File: src/rtl/baro_pkg.sv
`default_nettype none

package baro_pkg;

   localparam int RAW_W     = 24;
   localparam int COEF_W    = 16;
   localparam int ADDR_W    = 5;
   localparam int DATA_W    = 32;
   localparam int NUM_REGS  = 6;
   localparam int INDEX_W   = ADDR_W - 2;

   localparam int DT_W      = RAW_W + 1;
   localparam int PROD_W    = DT_W + COEF_W + 1;
   localparam int SQ_W      = 2 * DT_W;
   localparam int TEMP_W    = 20;
   localparam int TOUT_W    = 19;
   localparam int PRES_W    = 32;
   localparam int SQR_W     = 36;
   localparam int OFF1_W    = 44;
   localparam int OFF2P_W   = 44;
   localparam int OFF_W     = OFF2P_W + 2;
   localparam int SENS_W    = 44;

   localparam int TEMP_SH   = 23;
   localparam int T2C_SH    = 33;
   localparam int T2W_SH    = 38;
   localparam int T2_W      = SQ_W + 1 - T2C_SH;
   localparam int OFF_SH    = 7;
   localparam int SENS_SH   = 8;
   localparam int OFF_REF_SH  = 16;
   localparam int SENS_REF_SH = 15;
   localparam int REF_T_SH  = 8;
   localparam int DIV16_SH  = 4;
   localparam int SPLIT_W   = 21;
   localparam int P_SH      = 15;
   localparam int PLO_W     = RAW_W + SPLIT_W;
   localparam int PHI_W     = RAW_W + 1 + SENS_W - SPLIT_W;
   localparam int SUM_W     = PHI_W + 2;

   localparam logic signed [TEMP_W-1:0] TEMP_REF  = TEMP_W'(2000);
   localparam logic signed [TEMP_W-1:0] TEMP_VLOW = TEMP_W'(-1500);

   localparam logic [7:0] K_OFF_LO  = 8'd61;
   localparam logic [7:0] K_SENS_LO = 8'd29;
   localparam logic [7:0] K_OFF_VLO = 8'd17;
   localparam logic [7:0] K_SENS_VLO = 8'd9;

   localparam logic [INDEX_W-1:0] REG_SENS_AT_REF       = INDEX_W'(0);
   localparam logic [INDEX_W-1:0] REG_OFFSET_AT_REF     = INDEX_W'(1);
   localparam logic [INDEX_W-1:0] REG_SENS_TEMP_COEFF   = INDEX_W'(2);
   localparam logic [INDEX_W-1:0] REG_OFFSET_TEMP_COEFF = INDEX_W'(3);
   localparam logic [INDEX_W-1:0] REG_REF_TEMPERATURE   = INDEX_W'(4);
   localparam logic [INDEX_W-1:0] REG_TEMP_SENSITIVITY  = INDEX_W'(5);

   typedef struct packed {
      logic [COEF_W-1:0] sens_at_ref;
      logic [COEF_W-1:0] offset_at_ref;
      logic [COEF_W-1:0] sens_temp_coeff;
      logic [COEF_W-1:0] offset_temp_coeff;
      logic [COEF_W-1:0] ref_temperature;
      logic [COEF_W-1:0] temp_sensitivity;
   } baro_coef_type;

   typedef struct packed {
      logic                     valid;
      logic                     low;
      logic                     vlow;
      logic [SQR_W-1:0]         lo_sq;
      logic [SQR_W-1:0]         vlo_sq;
      logic signed [TEMP_W-1:0] tout;
      logic signed [OFF1_W-1:0] off1;
      logic signed [OFF1_W-1:0] sens1;
      logic [RAW_W-1:0]         d1;
   } baro_mid_type;

endpackage

`default_nettype wire

File: src/rtl/baro_back.sv
`default_nettype none

module baro_back
   import baro_pkg::*;
(
   input  wire logic               clock,
   input  wire logic               reset,
   input  wire logic               en,
   input  wire baro_mid_type       mid,
   output logic                    out_valid,
   output logic signed [TOUT_W-1:0] temp_centi,
   output logic signed [PRES_W-1:0] pressure
);

   logic v5_ff, v6_ff, v7_ff;

   logic [OFF2P_W-1:0]       lo61, lo29, vlo17, vlo9;
   logic [OFF2P_W-1:0]       off2, sens2;
   logic signed [OFF_W-1:0]  off_in, off_ff, off_s6_ff;
   logic signed [SENS_W-1:0] sens_in, sens_ff;
   logic [RAW_W-1:0]         d1_s5_ff;
   logic signed [TEMP_W-1:0] tout_s5_ff, tout_s6_ff;

   logic [PLO_W-1:0]         plo_in, plo_ff;
   logic signed [PHI_W-1:0]  phi_in, phi_ff;

   logic signed [SUM_W-1:0]  sum;
   logic signed [TOUT_W-1:0] tout_o_ff;
   logic signed [PRES_W-1:0] p_ff;

   assign lo61  = OFF2P_W'(mid.lo_sq)  * K_OFF_LO;
   assign lo29  = OFF2P_W'(mid.lo_sq)  * K_SENS_LO;
   assign vlo17 = OFF2P_W'(mid.vlo_sq) * K_OFF_VLO;
   assign vlo9  = OFF2P_W'(mid.vlo_sq) * K_SENS_VLO;

   always_comb begin
      off2  = '0;
      sens2 = '0;
      if (mid.low) begin
         off2  = (lo61 >> DIV16_SH) + (mid.vlow ? vlo17 : '0);
         sens2 = (lo29 >> DIV16_SH) + (mid.vlow ? vlo9 : '0);
      end
   end

   assign off_in  = mid.off1 - $signed({2'b00, off2});
   assign sens_in = mid.sens1 - $signed({1'b0, sens2[OFF2P_W-2:0]});

   assign plo_in = d1_s5_ff * sens_ff[SPLIT_W-1:0];
   assign phi_in = $signed({1'b0, d1_s5_ff}) * $signed(sens_ff[SENS_W-1:SPLIT_W]);

   assign sum = phi_ff + $signed({1'b0, plo_ff[PLO_W-1:SPLIT_W]}) - off_s6_ff;

   always_ff @(posedge clock) begin
      if (reset) begin
         v5_ff <= 1'b0;
         v6_ff <= 1'b0;
         v7_ff <= 1'b0;
      end else if (en) begin
         v5_ff <= mid.valid;
         v6_ff <= v5_ff;
         v7_ff <= v6_ff;
      end
   end

   always_ff @(posedge clock) begin
      if (en) begin
         off_ff     <= off_in;
         sens_ff    <= sens_in;
         d1_s5_ff   <= mid.d1;
         tout_s5_ff <= mid.tout;

         plo_ff     <= plo_in;
         phi_ff     <= phi_in;
         off_s6_ff  <= off_ff;
         tout_s6_ff <= tout_s5_ff;

         tout_o_ff  <= tout_s6_ff[TOUT_W-1:0];
         p_ff       <= sum[P_SH+PRES_W-1:P_SH];
      end
   end

   assign out_valid  = v7_ff;
   assign temp_centi = tout_o_ff;
   assign pressure   = p_ff;

endmodule

`default_nettype wire

File: config.mk
export PLATFORM = sky130hd
export DESIGN_NAME = baro_back
export DESIGN_NICKNAME = d
export VERILOG_FILES = /design/src/rtl/baro_pkg.sv /design/src/rtl/baro_back.sv
export SDC_FILE = /design/constraint.sdc
export NUM_CORES = 2
export LEC_CHECK = 0
export BUFFER_PORTS_ARGS = -buffer_cell sky130_fd_sc_hd__buf_2
export CAP_MARGIN = 20
export CORE_MARGIN = 5
export CORE_UTILIZATION = 45
export CTS_CLUSTER_DIAMETER = 150
export DETAILED_ROUTE_END_ITERATION = 10
export GPL_TIMING_DRIVEN = 0
export PLACE_DENSITY = 0.67
export SLEW_MARGIN = 15
export SYNTH_ARGS = -nofsm -noshare
export SYNTH_HDL_FRONTEND = slang
export SYNTH_SLANG_ARGS = --single-unit
File: constraint.sdc
create_clock -name clock -period 11.5 [get_ports clock]
set_clock_uncertainty 0.15 [all_clocks]
set_input_delay 2.3 -clock clock [delete_from_list [all_inputs] [get_ports clock]]
set_output_delay 2.3 -clock clock [all_outputs]
set_load 0.01 [all_outputs]
==> metrics <==
total wire length after detailed routing 223000 um; number of maximum-capacitance constraint violations 0; unrepaired setup endpoints after global routing no; max frequency 0.0907 GHz; effective utilization at floorplan 0.452; setup ws final 0.473 ns; antenna violations before repair 23; total of buffers placed on input and output ports 260; most frequently used cell type in the post-synthesis netlist sky130_fd_sc_hd__inv_1; via count of the first global-routing pass 55000; critical path's largest stage delay 0.52 ns; share of cells above drive strength 1 0.0526; number of nets in the layout 9812; Final Hold Viols 0; number of remaining DRC errors 0; GRT Resource Usage Total 0.281; Mean Syn Cell Area 9.15 um2; post-route minimum period 11.03 ns; post-DR wirelength/cell 22.9 um; Setup violations, final 0; synth warn 0; wire length of the first global-routing pass 334000 um; class of the tightest hold or removal check register to register; Via Count 53900; drt initial violations 4725; endpoint arrival time on the critical path 11.20 ns; cts hold-fix bufs 0; maximum number of pins on one net before global-route repair 114; number of buffers added by the clock tree synthesis step 40; total grt overflow 0; most repeated library cell on the critical path sky130_fd_sc_hd__a21o_1; number of flip-flops and latches in the synthesized netlist 323; number of search-and-repair iterations in the first detailed-routing pass 8; Synth top cells by count 1365 x sky130_fd_sc_hd__inv_1, 1033 x sky130_fd_sc_hd__fa_1, 944 x sky130_fd_sc_hd__nand2_1; FP Rows 142; Worst Tran Pin Value 1.29 ns; Filler Cell Count 14400; buffer levels on the longest clock path 3; sort of element at the start of the critical path input pin; die boundary width 398 um; clock latency of the later-clocked register in the worst-skew pair 0.64 ns; area growth from synthesis to final layout 8.08%; HPWL after detailed placement 190000 um; fraction of post-synthesis cell area in the top cell type by area 0.306; category of the worst setup path capture point register; cell with the largest stage delay on the worst path sky130_fd_sc_hd__a2111oi_0; fin crit share 0.959; Pins Over Slew Limit 0; maximum fanout along the worst path 7; mean number of vias per cell 5.52; Main synth FF type sky130_fd_sc_hd__edfxtp_1; CTS H-Tree Depth 2; Final GP Congestion 0.996; cell at the root of the clock tree sky130_fd_sc_hd__clkbuf_16; leading cell types by total area after synthesis sky130_fd_sc_hd__fa_1 31%, sky130_fd_sc_hd__ha_1 16%, sky130_fd_sc_hd__edfxtp_1 14%; synthesized instance count 7390; clock transition at the registers of the reported paths 0.06 ns; CTS tree done; number of different library cells in the post-synthesis netlist 96; number of clock sinks seen by CTS 323; standard cell core area 150000 um2; # IOs 262; run status finished clean; remaining antenna violation count 0; die area 158000 um2; share of the yosys chip area belonging to registers 0.143; count of flip-flops with a built-in enable after synthesis 320; Max-slew headroom 0.142; library cell occupying the most area in the post-synthesis netlist sky130_fd_sc_hd__fa_1; die height 398 um; WP data required 11.68 ns; mapped cell area 67600 um2; Crit Path Class input pin to register; minimum setup slack after placement -0.688 ns; share of synthesized flip-flops with an asynchronous set or reset 0
## through the flow
stage	std cells	instance area (um2)	util	hold WS, ns	setup TNS, ns
final	9763	73100	0.489	0.265	0
after global routing	9760	73100	0.489	0.265	0
after CTS	9748	73000	0.488	0.244	0
after detailed placement	9674	71600	0.479	0.255	-4.15
after global placement	9667	71500	0.478	0.250	-3.48
after floorplan	7391	67600	-	0.250	0
## path summary, 6_finish.rpt
check | start | endpoint | slack (ns) | cells after the start
max | mid[170] | sens_ff[41]$_DFFE_PP_ | 0.47 | 36
min | tout_s5_ff[5]$_DFFE_PP_ | tout_s6_ff[5]$_DFFE_PP_ | 0.27 | 0
max reg2reg | d1_s5_ff[10]$_DFFE_PP_ | phi_ff[45]$_DFFE_PP_ | 1.68 | 25
min reg2reg | tout_s5_ff[5]$_DFFE_PP_ | tout_s6_ff[5]$_DFFE_PP_ | 0.27 | 0
## flip-flops by register name (all words and copies together) (netlist names), 19 cells and up
signal / flops
temp_centi: 19
tout_s5_ff: 19
off_ff: 46
plo_ff: 24
tout_s6_ff: 19
off_s6_ff: 46
phi_ff: 47
d1_s5_ff: 24
sens_ff: 44
pressure: 32
## cell usage in the layout, fill, tap and decap left out, drive strengths merged, types with 71 or more instances in the layout
cell and count:
nand2b 82, nand2 944, edfxtp 320, inv 1373, buf 276, o21a 71, o21ai 216, and2 366
ha 863, a21oi 334, nand3 79, a21o 211, nor2 237, nor2b 73, clkbuf 316, xnor2 219
nor3 73, fa 1033, xor2 117
## cell type report
class / instances / area [um2] / area share
multi-input combinational: 5434 / 51900 / 0.709
sequential: 323 / 9670 / 0.132
inverter: 1366 / 5130 / 0.0701
tap: 2016 / 2520 / 0.0345
timing repair buffer: 273 / 1520 / 0.0208
clock buffer: 52 / 1070 / 0.0146
buffer: 268 / 1040 / 0.0142
clock inverter: 22 / 280 / 0.00383
antenna: 9 / 22.5 / 0.000308
## kinds of logic (layout without fill, tap and decap cells)
group / Yosys count / after routing / share of synthesized area
other cells: 1 / 11 / 0.0000554
fa+ha+maj: 1896 / 1896 / 0.465
mux: 9 / 9 / 0.00133
buf+inv: 1634 / 1981 / 0.0911
compound gates: 1158 / 1158 / 0.112
xor+xnor: 336 / 336 / 0.0435
flops: 323 / 323 / 0.143
simple gates: 2033 / 2033 / 0.144
## repair_timing
item | in CTS | in global routing
pin swaps | 0 | 1
endpoints found under the setup margin | 4 | 7
setup buffers | 0 | 1
gates resized for setup | 1 | 9
## critical path, delay by kind of cell
family | cells | cell delay (ns)
AO/OA/AOI/OAI | 20 | 4.93
adder cells (fa/ha/maj) | 6 | 2.16
AND/OR/NAND/NOR | 7 | 1.32
XOR/XNOR | 2 | 0.28
buffers and inverters | 1 | 0.20
## routing by layer
metal  global-route usage  vias up  routed length (um)
met1                0.363    26900               90200
met5                    0        -                  17
li1                     -    24500                   -
met3               0.0592      472               18900
met4                0.150        2               14800
met2                0.443     2114               99300
Power is not shown: default switching activity piles up to over one toggle a cycle in this logic, so the estimate is an artifact.
