==> config.mk <==
export PLATFORM = sky130hd
export DESIGN_NAME = baro_csr
export DESIGN_NICKNAME = d
export VERILOG_FILES = /design/src/rtl/baro_pkg.sv /design/src/rtl/baro_csr.sv
export SDC_FILE = /design/constraint.sdc
export NUM_CORES = 1
export LEC_CHECK = 0
export ABC_AREA = 1
export BUFFER_PORTS_ARGS = -buffer_cell sky130_fd_sc_hd__buf_2
export CAP_MARGIN = 10
export CORE_ASPECT_RATIO = 0.6
export CORE_MARGIN = 4
export CORE_UTILIZATION = 51
export DETAILED_ROUTE_END_ITERATION = 10
export PLACE_DENSITY_LB_ADDON = 0.3
export SLEW_MARGIN = 25
export SYNTH_ARGS = -nofsm -noshare
export SYNTH_HDL_FRONTEND = slang
export SYNTH_SLANG_ARGS = --single-unit
==> constraint.sdc <==
create_clock -name clock -period 1.3 [get_ports clock]
set_input_delay 0.065 -clock clock [delete_from_list [all_inputs] [get_ports clock]]
set_output_delay 0.065 -clock clock [all_outputs]
set_load 0.02 [all_outputs]
==> src/rtl/baro_pkg.sv <==
`default_nettype none

package baro_pkg;

   localparam int RAW_W     = 24;
   localparam int COEF_W    = 16;
   localparam int ADDR_W    = 5;
   localparam int DATA_W    = 32;
   localparam int NUM_REGS  = 6;
   localparam int INDEX_W   = ADDR_W - 2;

   localparam int DT_W      = RAW_W + 1;
   localparam int PROD_W    = DT_W + COEF_W + 1;
   localparam int SQ_W      = 2 * DT_W;
   localparam int TEMP_W    = 20;
   localparam int TOUT_W    = 19;
   localparam int PRES_W    = 32;
   localparam int SQR_W     = 36;
   localparam int OFF1_W    = 44;
   localparam int OFF2P_W   = 44;
   localparam int OFF_W     = OFF2P_W + 2;
   localparam int SENS_W    = 44;

   localparam int TEMP_SH   = 23;
   localparam int T2C_SH    = 33;
   localparam int T2W_SH    = 38;
   localparam int T2_W      = SQ_W + 1 - T2C_SH;
   localparam int OFF_SH    = 7;
   localparam int SENS_SH   = 8;
   localparam int OFF_REF_SH  = 16;
   localparam int SENS_REF_SH = 15;
   localparam int REF_T_SH  = 8;
   localparam int DIV16_SH  = 4;
   localparam int SPLIT_W   = 21;
   localparam int P_SH      = 15;
   localparam int PLO_W     = RAW_W + SPLIT_W;
   localparam int PHI_W     = RAW_W + 1 + SENS_W - SPLIT_W;
   localparam int SUM_W     = PHI_W + 2;

   localparam logic signed [TEMP_W-1:0] TEMP_REF  = TEMP_W'(2000);
   localparam logic signed [TEMP_W-1:0] TEMP_VLOW = TEMP_W'(-1500);

   localparam logic [7:0] K_OFF_LO  = 8'd61;
   localparam logic [7:0] K_SENS_LO = 8'd29;
   localparam logic [7:0] K_OFF_VLO = 8'd17;
   localparam logic [7:0] K_SENS_VLO = 8'd9;

   localparam logic [INDEX_W-1:0] REG_SENS_AT_REF       = INDEX_W'(0);
   localparam logic [INDEX_W-1:0] REG_OFFSET_AT_REF     = INDEX_W'(1);
   localparam logic [INDEX_W-1:0] REG_SENS_TEMP_COEFF   = INDEX_W'(2);
   localparam logic [INDEX_W-1:0] REG_OFFSET_TEMP_COEFF = INDEX_W'(3);
   localparam logic [INDEX_W-1:0] REG_REF_TEMPERATURE   = INDEX_W'(4);
   localparam logic [INDEX_W-1:0] REG_TEMP_SENSITIVITY  = INDEX_W'(5);

   typedef struct packed {
      logic [COEF_W-1:0] sens_at_ref;
      logic [COEF_W-1:0] offset_at_ref;
      logic [COEF_W-1:0] sens_temp_coeff;
      logic [COEF_W-1:0] offset_temp_coeff;
      logic [COEF_W-1:0] ref_temperature;
      logic [COEF_W-1:0] temp_sensitivity;
   } baro_coef_type;

   typedef struct packed {
      logic                     valid;
      logic                     low;
      logic                     vlow;
      logic [SQR_W-1:0]         lo_sq;
      logic [SQR_W-1:0]         vlo_sq;
      logic signed [TEMP_W-1:0] tout;
      logic signed [OFF1_W-1:0] off1;
      logic signed [OFF1_W-1:0] sens1;
      logic [RAW_W-1:0]         d1;
   } baro_mid_type;

endpackage

`default_nettype wire

==> src/rtl/baro_csr.sv <==
`default_nettype none

module baro_csr
   import baro_pkg::*;
(
   input  wire logic              clock,
   input  wire logic              reset,
   input  wire logic              psel,
   input  wire logic              penable,
   input  wire logic              pwrite,
   input  wire logic [ADDR_W-1:0] paddr,
   input  wire logic [DATA_W-1:0] pwdata,
   output logic      [DATA_W-1:0] prdata,
   output logic                   pready,
   output baro_coef_type          coef
);

   baro_coef_type        coef_ff;
   logic                 wr_en;
   logic [INDEX_W-1:0]   index;
   logic [COEF_W-1:0]    rd_val;

   assign index  = paddr[ADDR_W-1:2];
   assign wr_en  = psel & penable & pwrite;
   assign pready = 1'b1;
   assign coef   = coef_ff;

   always_ff @(posedge clock) begin
      if (reset) begin
         coef_ff <= '0;
      end else if (wr_en) begin
         case (index)
            REG_SENS_AT_REF:       coef_ff.sens_at_ref       <= pwdata[COEF_W-1:0];
            REG_OFFSET_AT_REF:     coef_ff.offset_at_ref     <= pwdata[COEF_W-1:0];
            REG_SENS_TEMP_COEFF:   coef_ff.sens_temp_coeff   <= pwdata[COEF_W-1:0];
            REG_OFFSET_TEMP_COEFF: coef_ff.offset_temp_coeff <= pwdata[COEF_W-1:0];
            REG_REF_TEMPERATURE:   coef_ff.ref_temperature   <= pwdata[COEF_W-1:0];
            REG_TEMP_SENSITIVITY:  coef_ff.temp_sensitivity  <= pwdata[COEF_W-1:0];
            default: begin
            end
         endcase
      end
   end

   always_comb begin
      case (index)
         REG_SENS_AT_REF:       rd_val = coef_ff.sens_at_ref;
         REG_OFFSET_AT_REF:     rd_val = coef_ff.offset_at_ref;
         REG_SENS_TEMP_COEFF:   rd_val = coef_ff.sens_temp_coeff;
         REG_OFFSET_TEMP_COEFF: rd_val = coef_ff.offset_temp_coeff;
         REG_REF_TEMPERATURE:   rd_val = coef_ff.ref_temperature;
         REG_TEMP_SENSITIVITY:  rd_val = coef_ff.temp_sensitivity;
         default:               rd_val = '0;
      endcase
   end

   assign prdata = DATA_W'(rd_val);

endmodule

`default_nettype wire

==> results.py, run 1 <==
metrics = {
    "outcome": {
        "outcome": "finished with violations",
        "violations": "negative setup slack",
    },
    "logic_synthesis": {
        "syn-cell-area_mm2": 0.00498,
        "synthesis.instances": 773,
        "synth_warnings": 0,
        "synthDominantAreaCellType": "sky130_fd_sc_hd__dfxtp_1",
        "post_synth_num_cell_types": 20,
        "yosys.area.top_type_share_pct": 38.6,
        "share_of_the_yosys_chip_area_belonging_to_registers_pct": 38.6,
        "ys_ff_latch": 96,
        "synth_area_per_cell_um2": 6.44,
        "synthTopCellsByArea": "sky130_fd_sc_hd__dfxtp_1, sky130_fd_sc_hd__nor2_1, sky130_fd_sc_hd__nand2_1",
    },
    "clock_network": {
        "clockRootBuffer": "sky130_fd_sc_hd__clkbuf_16",
        "h_tree_lvl_count": 3,
        "cts_tree": "yes",
        "clkTransAtPathRegs_ps": 60,
        "clock_path_buffers": 2,
        "cts_inserted_buffers": 9,
        "clk_latency_ps": 340,
        "sinks_on_clock_net": 96,
    },
    "placement": {
        "place_ws_ps": 60.0,
        "detailedPlacementHpwl_mm": 12.1,
        "io_buffers": 135,
        "placement.cell_area_mm2": 0.00588,
        "finalWeightedCongestion": 0.976,
    },
    "die": {
        "fp.dieW_um": 136,
        "floorplan.die.height_um": 84.5,
        "rows": 27,
        "ioPinCount": 171,
        "die_area_mm2": 0.0115,
        "coreArea_mm2": 0.00936,
        "initial_utilization_pct": 53.2,
    },
    "sta": {
        "timing.final.crit_period_ps": 1330,
        "fin_worst_skew_ps": 0,
        "setup_slack_ps": -30.2,
        "timing.final.hold_violations": 0,
        "fmax_mhz": 752,
        "final_min_period_over_clock_period_pct": 102,
        "grt_setup_unrepaired": "yes",
        "finalSetupViolCount": 2,
        "slew_violations": 0,
        "finalHoldWorstSlack_ps": 156,
    },
    "setup_path": {
        "crit_required_ps": 1240,
        "timing.critical_path.cells": "nand4_1 > nand2_1 > nor2_2 > nand2_1 > buf_6",
        "setup.worst_path.class": "flop to output pin",
        "cpMostUsedCell": "sky130_fd_sc_hd__nand2_1",
        "crit_path_top_delay_cell": "sky130_fd_sc_hd__dfxtp_2",
        "critical_path_peak_fanout": 3,
        "start_kind": "flop",
        "path_delay_family": "simple AND/OR/NAND/NOR gates",
        "worst-path-buf-inv": 1,
        "data_arrival_time_of_the_worst_path_ps": 1270,
        "endpoint_kind": "output pin",
        "critical-path-max-stage-delay_ps": 340,
        "setup.reg_to_reg.worst_slack_ps": 510,
    },
    "power_and_ir_drop": {
        "power_per_cell_area_mw_per_mm2": 996,
        "maximum_vdd_drop_uv": 700,
        "power.leakage_nw": 3.25,
        "post-layout-total-power_mw": 6.57,
    },
    "cells_and_area": {
        "num-nets-final": 955,
        "largest_register_ffs": 96,
        "area.sequential_mm2": 0.00197,
        "most-common-layout-cells": "sky130_fd_sc_hd__nor2_1, sky130_fd_sc_hd__nand2_1, sky130_fd_sc_hd__buf_2",
        "mostFrequentLayoutCell": "sky130_fd_sc_hd__nor2_1",
        "drive_gt1_share_pct": 32.4,
        "insertedDiodeCount": 0,
        "nFillCells": 788,
        "area_growth_syn_to_layout_pct": 32.4,
        "multi_input_comb_area_mm2": 0.00269,
        "layout_cell_area_excl_fill_mm2": 0.00659,
    },
    "global_routing": {
        "grtUsageTotal_pct": 28.9,
        "grt_use_met1_pct": 45.4,
        "grt_remaining_overflow": 0,
        "antenna_found_initial": 0,
        "grt-busiest-layer": "met1",
        "grt_first_pass_wirelength_mm": 25.6,
        "met2_usage_pct": 38.8,
        "use_met3_pct": 6.11,
        "number_of_global_route_vias_before_repair": 4660,
        "pin_count_of_the_biggest_net_entering_global_routing": 55,
    },
    "route": {
        "final_antenna_net_count": 0,
        "avgViaCountPerCell": 5.34,
        "wl_per_cell_um": 16.4,
        "routed_wire_length_mm": 17.2,
        "detailedRoute.firstPassIterationCount": 5,
        "drc": 0,
        "vias": 5587,
        "drt-initial-drc-count": 779,
    },
    "worst_hold_path": {
        "min-delay-path-class": "primary input to flop",
    },
    "run": {
        "timing.max_cap.violations": 0,
    },
}
power by group:
part / internal, mW / leakage [nW] / switching [mW]
sequential: 2.98 / 0.794 / 0.0351
combinational: 0.249 / 2.30 / 0.554
clock: 1.64 / 0.148 / 1.11
cells in the mapped netlist:
library cell / n
sky130_fd_sc_hd__nand2_1: 191
sky130_fd_sc_hd__a21oi_1: 12
sky130_fd_sc_hd__nand3_1: 96
sky130_fd_sc_hd__buf_2: 22
sky130_fd_sc_hd__buf_6: 7
sky130_fd_sc_hd__inv_1: 33
sky130_fd_sc_hd__conb_1: 2
sky130_fd_sc_hd__buf_1: 4
sky130_fd_sc_hd__dfxtp_1: 96
sky130_fd_sc_hd__nor2_1: 220
sky130_fd_sc_hd__nor2_4: 9
sky130_fd_sc_hd__buf_4: 29
sky130_fd_sc_hd__nand4_1: 33
sky130_fd_sc_hd__nand3_2: 3
sky130_fd_sc_hd__clkinv_1: 1
sky130_fd_sc_hd__inv_2: 3
sky130_fd_sc_hd__clkbuf_1: 7
sky130_fd_sc_hd__nor2_2: 2
sky130_fd_sc_hd__nand3_4: 1
sky130_fd_sc_hd__nand2_2: 2
area by class of cell:
cell class              instances  area share (%)
clock buffers                  13            4.10
repair buffers                183            20.1
multi-input cells             586            40.8
well taps                     130            2.47
inverters                      37            2.11
clock inverters                 2           0.569
flip-flops and latches         96            29.9
worst paths after layout:
| check | from | to | depth (start not counted) |
|---|---|---|---|
| min reg2reg | coef[14]$_SDFFE_PP0P_ | coef[14]$_SDFFE_PP0P_ | 2 |
| max reg2reg | coef[44]$_SDFFE_PP0P_ | coef[44]$_SDFFE_PP0P_ | 3 |
| max | coef[36]$_SDFFE_PP0P_ | prdata[4] | 5 |
| min | pwdata[15] | coef[47]$_SDFFE_PP0P_ | 5 |
per-layer routing:
| layer | up-vias | share of wire [%] |
|---|---|---|
| met2 | 375 | 41 |
| li1 | 2677 | - |
| met5 | - | 0 |
| met1 | 2502 | 43 |
| met3 | 33 | 13 |
| met4 | 0 | 2.2 |
worst register-to-register path, stage by stage (launching register included):
cell and delay [ps]:
sky130_fd_sc_hd__dfxtp_2 340, sky130_fd_sc_hd__buf_4 130, sky130_fd_sc_hd__nor2_1 140, sky130_fd_sc_hd__nor2_1 70
metrics by stage:
stage               cells  utilization, %  setup TNS (ps)
finish               1047            70.5           -42.4
global route         1047            70.5            -222
CTS                  1037            67.2          -0.477
detailed placement   1019            62.8               0
global placement     1019            62.8               0
floorplan             788               -               0
timing repair:
| item | 4_1_cts | 5_1_grt |
|---|---|---|
| pin swaps | 12 | 35 |
| resized for setup | 34 | 79 |
| hold buffers | 0 | 0 |
| setup endpoints to repair | 11 | 16 |
| cloned | 0 | 1 |
| buffers inserted | 3 | 9 |
kinds of logic after synthesis:
logic type             synth area share [%]
and+or+nand+nor                        48.3
buffers and inverters                  11.8
AOI/OAI and AO/OA                      1.21
DFF                                    38.6
other                                 0.151
Note: power is estimated with default switching activity, not from simulation.
==> run 2: changes to the inputs <==
- CORE_UTILIZATION: 51 -> 45
==> results.py, run 2 (synthesized netlist as in run 1, its figures left out) <==
metrics = {
    "cells_and_area": {
        "area.sequential_mm2": 0.00197,
        "mostFrequentLayoutCell": "sky130_fd_sc_hd__nor2_1",
        "nFillCells": 987,
        "largest_register_ffs": 96,
        "layout_cell_area_excl_fill_mm2": 0.00663,
        "most-common-layout-cells": "sky130_fd_sc_hd__nor2_1, sky130_fd_sc_hd__nand2_1, sky130_fd_sc_hd__buf_2",
        "num-nets-final": 954,
        "area_growth_syn_to_layout_pct": 33.1,
        "insertedDiodeCount": 0,
        "post-route-util_pct": 62.2,
        "multi_input_comb_area_mm2": 0.00274,
        "drive_gt1_share_pct": 34.1,
    },
    "route": {
        "avgViaCountPerCell": 5.17,
        "detailedRoute.firstPassIterationCount": 5,
        "vias": 5458,
        "final_antenna_net_count": 0,
        "drt-initial-drc-count": 693,
        "drc": 0,
        "wl_per_cell_um": 16.8,
        "routed_wire_length_mm": 17.7,
    },
    "sta": {
        "timing.max_slew.rel_slack_pct": 65.1,
        "timing.final.hold_violations": 0,
        "grt_setup_unrepaired": "yes",
        "slew_violations": 0,
        "finalSetupViolCount": 4,
        "final_min_period_over_clock_period_pct": 102,
        "setup_slack_ps": -26.3,
        "fin_worst_skew_ps": 0,
        "worst_pin_slew_ps": 523,
        "fmax_mhz": 754,
        "timing.final.crit_period_ps": 1330,
        "total_neg_setup_slack_ps": -63.3,
    },
    "die": {
        "fp.dieW_um": 144,
        "die_area_mm2": 0.0129,
        "floorplan.die.height_um": 89.5,
        "coreArea_mm2": 0.0107,
        "ioPinCount": 171,
        "rows": 29,
        "initial_utilization_pct": 46.7,
    },
    "global_routing": {
        "number_of_global_route_vias_before_repair": 4468,
        "grtUsageTotal_pct": 27.1,
        "grt_remaining_overflow": 0,
        "grt_first_pass_wirelength_mm": 25.9,
        "pin_count_of_the_biggest_net_entering_global_routing": 97,
        "antenna_found_initial": 0,
    },
    "setup_path": {
        "critical_path_peak_fanout": 3,
        "crit_required_ps": 1240,
        "data_arrival_time_of_the_worst_path_ps": 1260,
        "setup.worst_path.class": "flop to output pin",
        "start_kind": "flop",
        "endpoint_kind": "output pin",
    },
    "run": {
        "timing.max_cap.violations": 0,
    },
    "clock_network": {
        "sinks_on_clock_net": 96,
        "cts_inserted_buffers": 9,
        "cts_tree": "yes",
        "clkTransAtPathRegs_ps": 70,
        "clk_latency_ps": 350,
        "clockRootBuffer": "sky130_fd_sc_hd__clkbuf_16",
        "h_tree_lvl_count": 3,
        "cts_hold_repair.buffers": 0,
        "clock_path_buffers": 2,
    },
    "power_and_ir_drop": {
        "maximum_vdd_drop_uv": 708,
        "power_per_cell_area_mw_per_mm2": 1040,
        "power.leakage_nw": 3.25,
        "post-layout-total-power_mw": 6.88,
    },
    "placement": {
        "place_ws_ps": 16.8,
        "detailedPlacementHpwl_mm": 12.3,
        "io_buffers": 135,
        "placement.cell_area_mm2": 0.00584,
        "finalWeightedCongestion": 1.01,
    },
    "worst_hold_path": {
        "min-delay-path-class": "primary input to flop",
    },
    "outcome": {
        "violations": "negative setup slack",
        "outcome": "finished with violations",
    },
}
## run 2: cell count changes in the layout (fill, tap and decap cells not counted), sizes merged
cell,before,now
bufinv,1,3
clkbuf,15,13
clkinvlp,1,0
## run 2: cell type report
type	instances	share of cell area, %
Clock inverter	3	1.36
Timing Repair Buffer	182	19.2
Inverter	37	2.09
Multi-Input combinational cell	586	41.3
Sequential cell	96	29.8
Clock buffer	12	3.72
Tap cell	139	2.62
## run 2: per-layer routing
metal,track usage (%),vias to the layer above,wire length [um]
met5,0,-,0
met4,7.69,0,301
met3,6.41,21,2020
met2,37.6,294,7090
met1,41.3,2471,8320
li1,-,2672,-
## run 2: power breakdown
group / total (mW) / switching, mW / internal (mW)
Combinational: 0.791 / 0.551 / 0.240
Sequential: 3.02 / 0.0351 / 2.98
Clock: 3.07 / 1.14 / 1.93
Total: 6.88 / 1.73 / 5.15
## run 2: per-stage QoR
stage,hold WS [ps],std cells
floorplan,326,788
global placement,488,1025
detailed placement,490,1025
CTS,155,1049
global route,198,1055
finish,168,1055
## run 2: critical path, stage by stage (launching register included)
cell and delay [ps]:
sky130_fd_sc_hd__dfxtp_1 340, sky130_fd_sc_hd__nand3_1 110, sky130_fd_sc_hd__nand2_2 90, sky130_fd_sc_hd__nor2_4 160, sky130_fd_sc_hd__nand2_2 70, sky130_fd_sc_hd__buf_6 130
## run 2: repair_timing
action,4_1_cts,5_1_grt
resized for setup,64,68
setup endpoints to repair,14,16
cloned,0,0
pin swaps,27,34
buffers inserted,9,6
## run 2: final timing paths
path                          from  slack [ps]               endpoint  depth (start not counted)
min reg2reg   coef[6]$_SDFFE_PP0P_         490   coef[6]$_SDFFE_PP0P_                          2
max          coef[87]$_SDFFE_PP0P_         -30              prdata[7]                          5
max reg2reg  coef[89]$_SDFFE_PP0P_         570  coef[89]$_SDFFE_PP0P_                          3
min                     pwdata[15]         170  coef[47]$_SDFFE_PP0P_                          5
